$ cat config.mk
export PLATFORM = sky130hd
export DESIGN_NAME = rv32ex_ctrl
export DESIGN_NICKNAME = d
export VERILOG_FILES = /design/src/rtl/core/rv32im_execute_stage_macros.svh /design/src/rtl/core/rv32ex_pkg.sv /design/src/rtl/core/rv32ex_ctrl.sv
export SDC_FILE = /design/constraint.sdc
export NUM_CORES = 1
export LEC_CHECK = 0
export ABC_AREA = 1
export ABC_CLOCK_PERIOD_IN_PS = 1300
export BUFFER_PORTS_ARGS = -buffer_cell sky130_fd_sc_hd__buf_2
export CAP_MARGIN = 0
export CORE_AREA = 3 3 40 42
export CTS_BUF_LIST = sky130_fd_sc_hd__clkbuf_8
export CTS_CLUSTER_DIAMETER = 200
export DETAILED_ROUTE_END_ITERATION = 16
export DIE_AREA = 0 0 43 45
export SLEW_MARGIN = 10
export SYNTH_ARGS = -nofsm -noshare
export SYNTH_HDL_FRONTEND = slang
export SYNTH_SLANG_ARGS = --single-unit
$ cat constraint.sdc
create_clock -name i_clk -period 1.3 [get_ports i_clk]
set_clock_uncertainty 0.1 [all_clocks]
set_input_delay 0.065 -clock i_clk [delete_from_list [all_inputs] [get_ports i_clk]]
set_output_delay 0.065 -clock i_clk [all_outputs]
set_load 0.02 [all_outputs]
$ cat src/rtl/core/rv32im_execute_stage_macros.svh
// assertion macros for the rv32im execute stage
// included by the top level only; no other dependencies
`ifndef RV32IM_EXECUTE_STAGE_MACROS_SVH
`define RV32IM_EXECUTE_STAGE_MACROS_SVH
`ifndef SYNTH
`define RVX_ASSERT(lbl, clk, rstn, prop) \
    lbl: assert property (@(posedge clk) disable iff (!(rstn)) prop) \
        else $error("rvx assertion failed");
`define RVX_ASSERT_ALWAYS(lbl, clk, prop) \
    lbl: assert property (@(posedge clk) prop) else $error("rvx assertion failed");
`else
`define RVX_ASSERT(lbl, clk, rstn, prop)
`define RVX_ASSERT_ALWAYS(lbl, clk, prop)
`endif
`endif

$ cat src/rtl/core/rv32ex_pkg.sv
// shared constants, opcode codes, types and helpers for the execute stage
// no dependencies
`default_nettype none
package rv32ex_pkg;
    // data memory size in bytes, a power of two
    localparam int MemBytes = 4096;
    localparam int MemAw    = $clog2(MemBytes);
    localparam int InW      = 56;
    localparam int OutW     = 80;

    localparam logic [5:0] OP_LW = 6'd0, OP_LB = 6'd1, OP_LH = 6'd2, OP_LBU = 6'd3,
        OP_LHU = 6'd4, OP_SB = 6'd5, OP_SH = 6'd6, OP_SW = 6'd7, OP_ADDI = 6'd8,
        OP_SLTI = 6'd9, OP_SLTIU = 6'd10, OP_ANDI = 6'd11, OP_ORI = 6'd12,
        OP_XORI = 6'd13, OP_SLLI = 6'd14, OP_SRLI = 6'd15, OP_SRAI = 6'd16,
        OP_ADD = 6'd17, OP_SUB = 6'd18, OP_SLT = 6'd19, OP_SLTU = 6'd20,
        OP_AND = 6'd21, OP_OR = 6'd22, OP_XOR = 6'd23, OP_SLL = 6'd24,
        OP_SRL = 6'd25, OP_SRA = 6'd26, OP_LUI = 6'd27, OP_AUIPC = 6'd28,
        OP_BEQ = 6'd29, OP_BNE = 6'd30, OP_BLT = 6'd31, OP_BGE = 6'd32,
        OP_BLTU = 6'd33, OP_BGEU = 6'd34, OP_JAL = 6'd35, OP_JALR = 6'd36,
        OP_MUL = 6'd37, OP_MULH = 6'd38, OP_MULHSU = 6'd39, OP_MULHU = 6'd40,
        OP_DIV = 6'd41, OP_DIVU = 6'd42, OP_REM = 6'd43, OP_REMU = 6'd44,
        OP_EBREAK = 6'd45, OP_ECALL = 6'd46, OP_FENCE = 6'd47;

    localparam logic [2:0] CL_ALU = 3'd0, CL_LOAD = 3'd1, CL_STORE = 3'd2,
        CL_MUL = 3'd3, CL_DIV = 3'd4;

    localparam logic CFG_START_PC = 1'b0;
    localparam logic CFG_RET_ADDR = 1'b1;

    typedef struct packed {
        logic accept;
        logic exec;
        logic mul_fin;
        logic div_step;
        logic div_fin;
        logic ld_take;
        logic st_write;
        logic wb;
    } t_cmd;

    typedef struct packed {
        logic [2:0] cls;
        logic       mem_last;
        logic       div_last;
        logic       out_free;
    } t_stat;

    function automatic logic [2:0] op_class(input logic [5:0] op);
        logic [2:0] c;
        case (op) inside
            [OP_LW:OP_LHU]:    c = CL_LOAD;
            [OP_SB:OP_SW]:     c = CL_STORE;
            [OP_MUL:OP_MULHU]: c = CL_MUL;
            [OP_DIV:OP_REMU]:  c = CL_DIV;
            default:           c = CL_ALU;
        endcase
        return c;
    endfunction

    // index of the last byte of an access
    function automatic logic [1:0] mem_last_idx(input logic [5:0] op);
        logic [1:0] n;
        case (op) inside
            OP_LW, OP_SW:         n = 2'd3;
            OP_LH, OP_LHU, OP_SH: n = 2'd1;
            default:              n = 2'd0;
        endcase
        return n;
    endfunction
endpackage
`default_nettype wire

$ cat src/rtl/core/rv32ex_ctrl.sv
// sequencer for the execute stage: accept, execute, multi-cycle units, write back
// depends on rv32ex_pkg
`default_nettype none
module rv32ex_ctrl import rv32ex_pkg::*; (
    input  wire logic i_clk,
    input  wire logic i_rst_n,
    input  wire logic i_in_valid,
    output logic      o_in_ready,
    input  wire t_stat i_stat,
    output t_cmd      o_cmd
);
    localparam logic [3:0] S_IDLE = 4'd0, S_EXEC = 4'd1, S_MUL = 4'd2, S_DIV = 4'd3,
        S_DFIN = 4'd4, S_LDRD = 4'd5, S_LDWT = 4'd6, S_ST = 4'd7, S_WB = 4'd8;

    logic [3:0] r_state, n_state;

    always_comb begin
        n_state    = r_state;
        o_cmd      = '0;
        o_in_ready = 1'b0;
        unique case (r_state)
            S_IDLE: begin
                o_in_ready = 1'b1;
                if (i_in_valid) begin
                    o_cmd.accept = 1'b1;
                    n_state      = S_EXEC;
                end
            end
            S_EXEC: begin
                o_cmd.exec = 1'b1;
                case (i_stat.cls)
                    CL_LOAD:  n_state = S_LDRD;
                    CL_STORE: n_state = S_ST;
                    CL_MUL:   n_state = S_MUL;
                    CL_DIV:   n_state = S_DIV;
                    default:  n_state = S_WB;
                endcase
            end
            S_MUL: begin
                o_cmd.mul_fin = 1'b1;
                n_state       = S_WB;
            end
            S_DIV: begin
                o_cmd.div_step = 1'b1;
                if (i_stat.div_last) n_state = S_DFIN;
            end
            S_DFIN: begin
                o_cmd.div_fin = 1'b1;
                n_state       = S_WB;
            end
            S_LDRD: n_state = S_LDWT;
            S_LDWT: begin
                o_cmd.ld_take = 1'b1;
                n_state       = i_stat.mem_last ? S_WB : S_LDRD;
            end
            S_ST: begin
                o_cmd.st_write = 1'b1;
                if (i_stat.mem_last) n_state = S_WB;
            end
            S_WB: begin
                if (i_stat.out_free) begin
                    o_cmd.wb = 1'b1;
                    n_state  = S_IDLE;
                end
            end
            default: n_state = S_IDLE;
        endcase
    end

    always_ff @(posedge i_clk) begin
        if (!i_rst_n) r_state <= S_IDLE;
        else          r_state <= n_state;
    end
endmodule
`default_nettype wire

==> metrics.txt <==
initial core utilization=between 30% and 40%; failing checks=setup timing; CP endpoint kind=output port; clock-pin slew on the worst setup and hold paths=0.03 ns; final hold violations=0; total CTS buffers=3; Slew HR=about 85%; Mapped Cells=75; gr usage total=between 10% and 20%; pin count of the biggest net entering global routing=7; Worst Max-Slew Pin Slew=0.230 ns; Routed Wire Length=approximately 1.2 mm; CP delay by family, top=flip-flops; 1st-pass router iterations=4; DRT iter0 DRCs=12; CTS tree=yes; Root Buffer Master=clkbuf_8; port bufs=17; final hold slack=approximately 0.043 ns; FP Rows=13; post-route setup slack=-0.00337 ns; Congestion Overflow GR=0; clk sinks=4; initial antenna violation count=0; vias per cell=approximately 4.7; Worst Path Max Fanout=4; fillers=137; Core Util, Final=between 40% and 50%; layout cells sized above 1=between 40% and 50%; Tcrit/Tclk final=100%; grt peak-use layer=met2; CP bufs+invs=2; chip height=45 um; achievable clock frequency=767 MHz; core area=between 0.001 and 0.0015 mm^2; Syn Nets=84; Residual DRC=0; status=finished with violations; met1 Usage GRT=between 15 and 20%; IO Count=18; setup TNS=-0.00337 ns; Vias=roughly 520; Avg Cell Area, Syn=between 5 and 6 um^2; global-route wire length before repair=1.80 mm; n_diodes=0; Synth Register Bits=4; met2 Resource Use GR=about a fifth; minimum period implied by the final worst setup slack=between 1 and 1.5 ns; Yosys cell types=14; DP Worst Slack=-0.00975 ns; peak supply drop=roughly 0.7 mV; CTS max path bufs=2; H-Tree Depth=1; Crit-path slowest cell=dfxtp_2; startpoint types=register; Critical Path Max Stage Delay=between 0.3 and 0.4 ns; warnings from Yosys=0; Post-Syn Area=388 um^2; arrival time worst endpoint=around 1.1 ns; static leakage=about 0.35 nW; max-cap violations=0; max FFs per register=4; WP data required=around 1.1 ns; vias in the first global route=between 400 and 500; GPL Wtd Cong=approximately 0.76; Die Wd=roughly 43 um; synthesis-to-finish area growth=60.6%; Crit Path Class=register to output port; met3 GRT Util=roughly 2%; nets@finish=106; ANT nets after route=0; Multi-input gate area=a little over 300 um^2; clock latency on the worst-skew pair=roughly 0.21 ns; Sequential Area=90.1 um^2; setup repair after global routing missed its margin=yes; hpwl dp=908 um; register area share after synthesis=about a fifth; Die ar.=~0.0019 mm^2; wire per inst=roughly 11 um; crit path cell chain=nor2_4, inv_2, nor4_4, buf_4; Final setup viols=1; HP Class=primary input to register; final max-slew violation count=0; power density cells=roughly 1500 mW/mm^2; largest registers=r_state x4; cts hold-fix bufs=0; Most flops, register=r_state
## worst register-to-register path, delay by kind of cell, from the launching register on
kind	cells	cell delay, ns
buffers and inverters	2	0.14
DFF	1	0.37
AOI/OAI and AO/OA	1	0.05
and+or+nand+nor	6	0.48
## cells in the mapped netlist
cell      instances  share of area (%)
a21oi_1           3                3.9
inv_2             5                4.8
nor2_1            8                7.7
o211ai_1          1                1.9
nand4_1           3                4.8
nor4_1            1                1.6
nand3_1           4                5.2
nand2_2           1                1.6
inv_1            14                 14
dfxtp_1           4                 21
nand2_1          24                 23
a31oi_1           1                1.6
nor2_2            5                8.1
nor3_1            1                1.3
## power by group
part,switching (mW),leakage [nW],internal [mW]
combinational,0.312,0.293,0.168
sequential,0.0495,0.0350,0.160
clock,0.0548,0.0216,0.197
total,0.416,0.350,0.525
## layer usage
metal	up-vias	wire (um)
li1	270	-
met1	224	487
met2	18	626
met3	4	63
met4	0	35
met5	-	0
## through the flow
step | power, mW | cells | area (um^2)
floorplan | 0.484 | 75 | 402
global placement | 0.601 | 107 | 505
detailed placement | 0.601 | 107 | 505
CTS | 0.885 | 110 | 563
global route | 1.01 | 110 | 623
finish | 0.941 | 110 | 623
## cell usage in the layout, fill, tap and decap left out
cell,synthesis,routed
dfxtp_4,0,2
nand2_1,24,20
nor2_4,0,4
nand3_1,4,4
nor3_2,0,1
clkbuf_8,0,3
buf_2,0,15
o211ai_1,1,1
nor2_1,8,7
a31oi_1,1,1
nand2_2,1,3
nand4_1,3,3
buf_4,0,2
nand2_4,0,2
inv_1,14,14
inv_2,5,3
nor4_4,0,1
a21oi_1,3,1
inv_4,0,2
a21oi_2,0,2
nor2_2,5,2
dfxtp_2,0,2
## worst paths after layout
path / start / to / slack, ns / depth (start not counted)
setup / recovery: r_state[1]$_SDFFE_PN0P_ / o_cmd[0] / -0.003 / 4
hold / removal: i_rst_n / r_state[2]$_SDFFE_PN0P_ / 0.04 / 3
setup reg to reg: r_state[2]$_SDFFE_PN0P_ / r_state[3]$_SDFFE_PN0P_ / 0.05 / 9
hold reg to reg: r_state[0]$_SDFFE_PN0P_ / r_state[1]$_SDFFE_PN0P_ / 0.50 / 2
## area by class of cell
| type | instances | share of cell area, % |
|---|---|---|
| inverters | 19 | 12.2 |
| multi-input cells | 52 | 49.2 |
| well taps | 15 | 3.01 |
| clock buffers | 3 | 6.63 |
| repair buffers | 17 | 14.5 |
| flip-flops and latches | 4 | 14.5 |
## what timing repair did
action                                  4_1_cts  5_1_grt
endpoints found under the setup margin        5        8
gates resized for setup                       6       17
cloned                                        0        0
pin swaps                                     1        2
setup buffers                                 0        0
## cells by family (layout without fill, tap and decap cells)
kind of cell,count (synthesis),count (layout),synth area share [%]
compound gates,5,5,7.42
buf+inv,19,39,18.4
flops,4,4,20.6
simple gates,47,47,53.6
No activity file was read; power rests on OpenSTA's default activity.
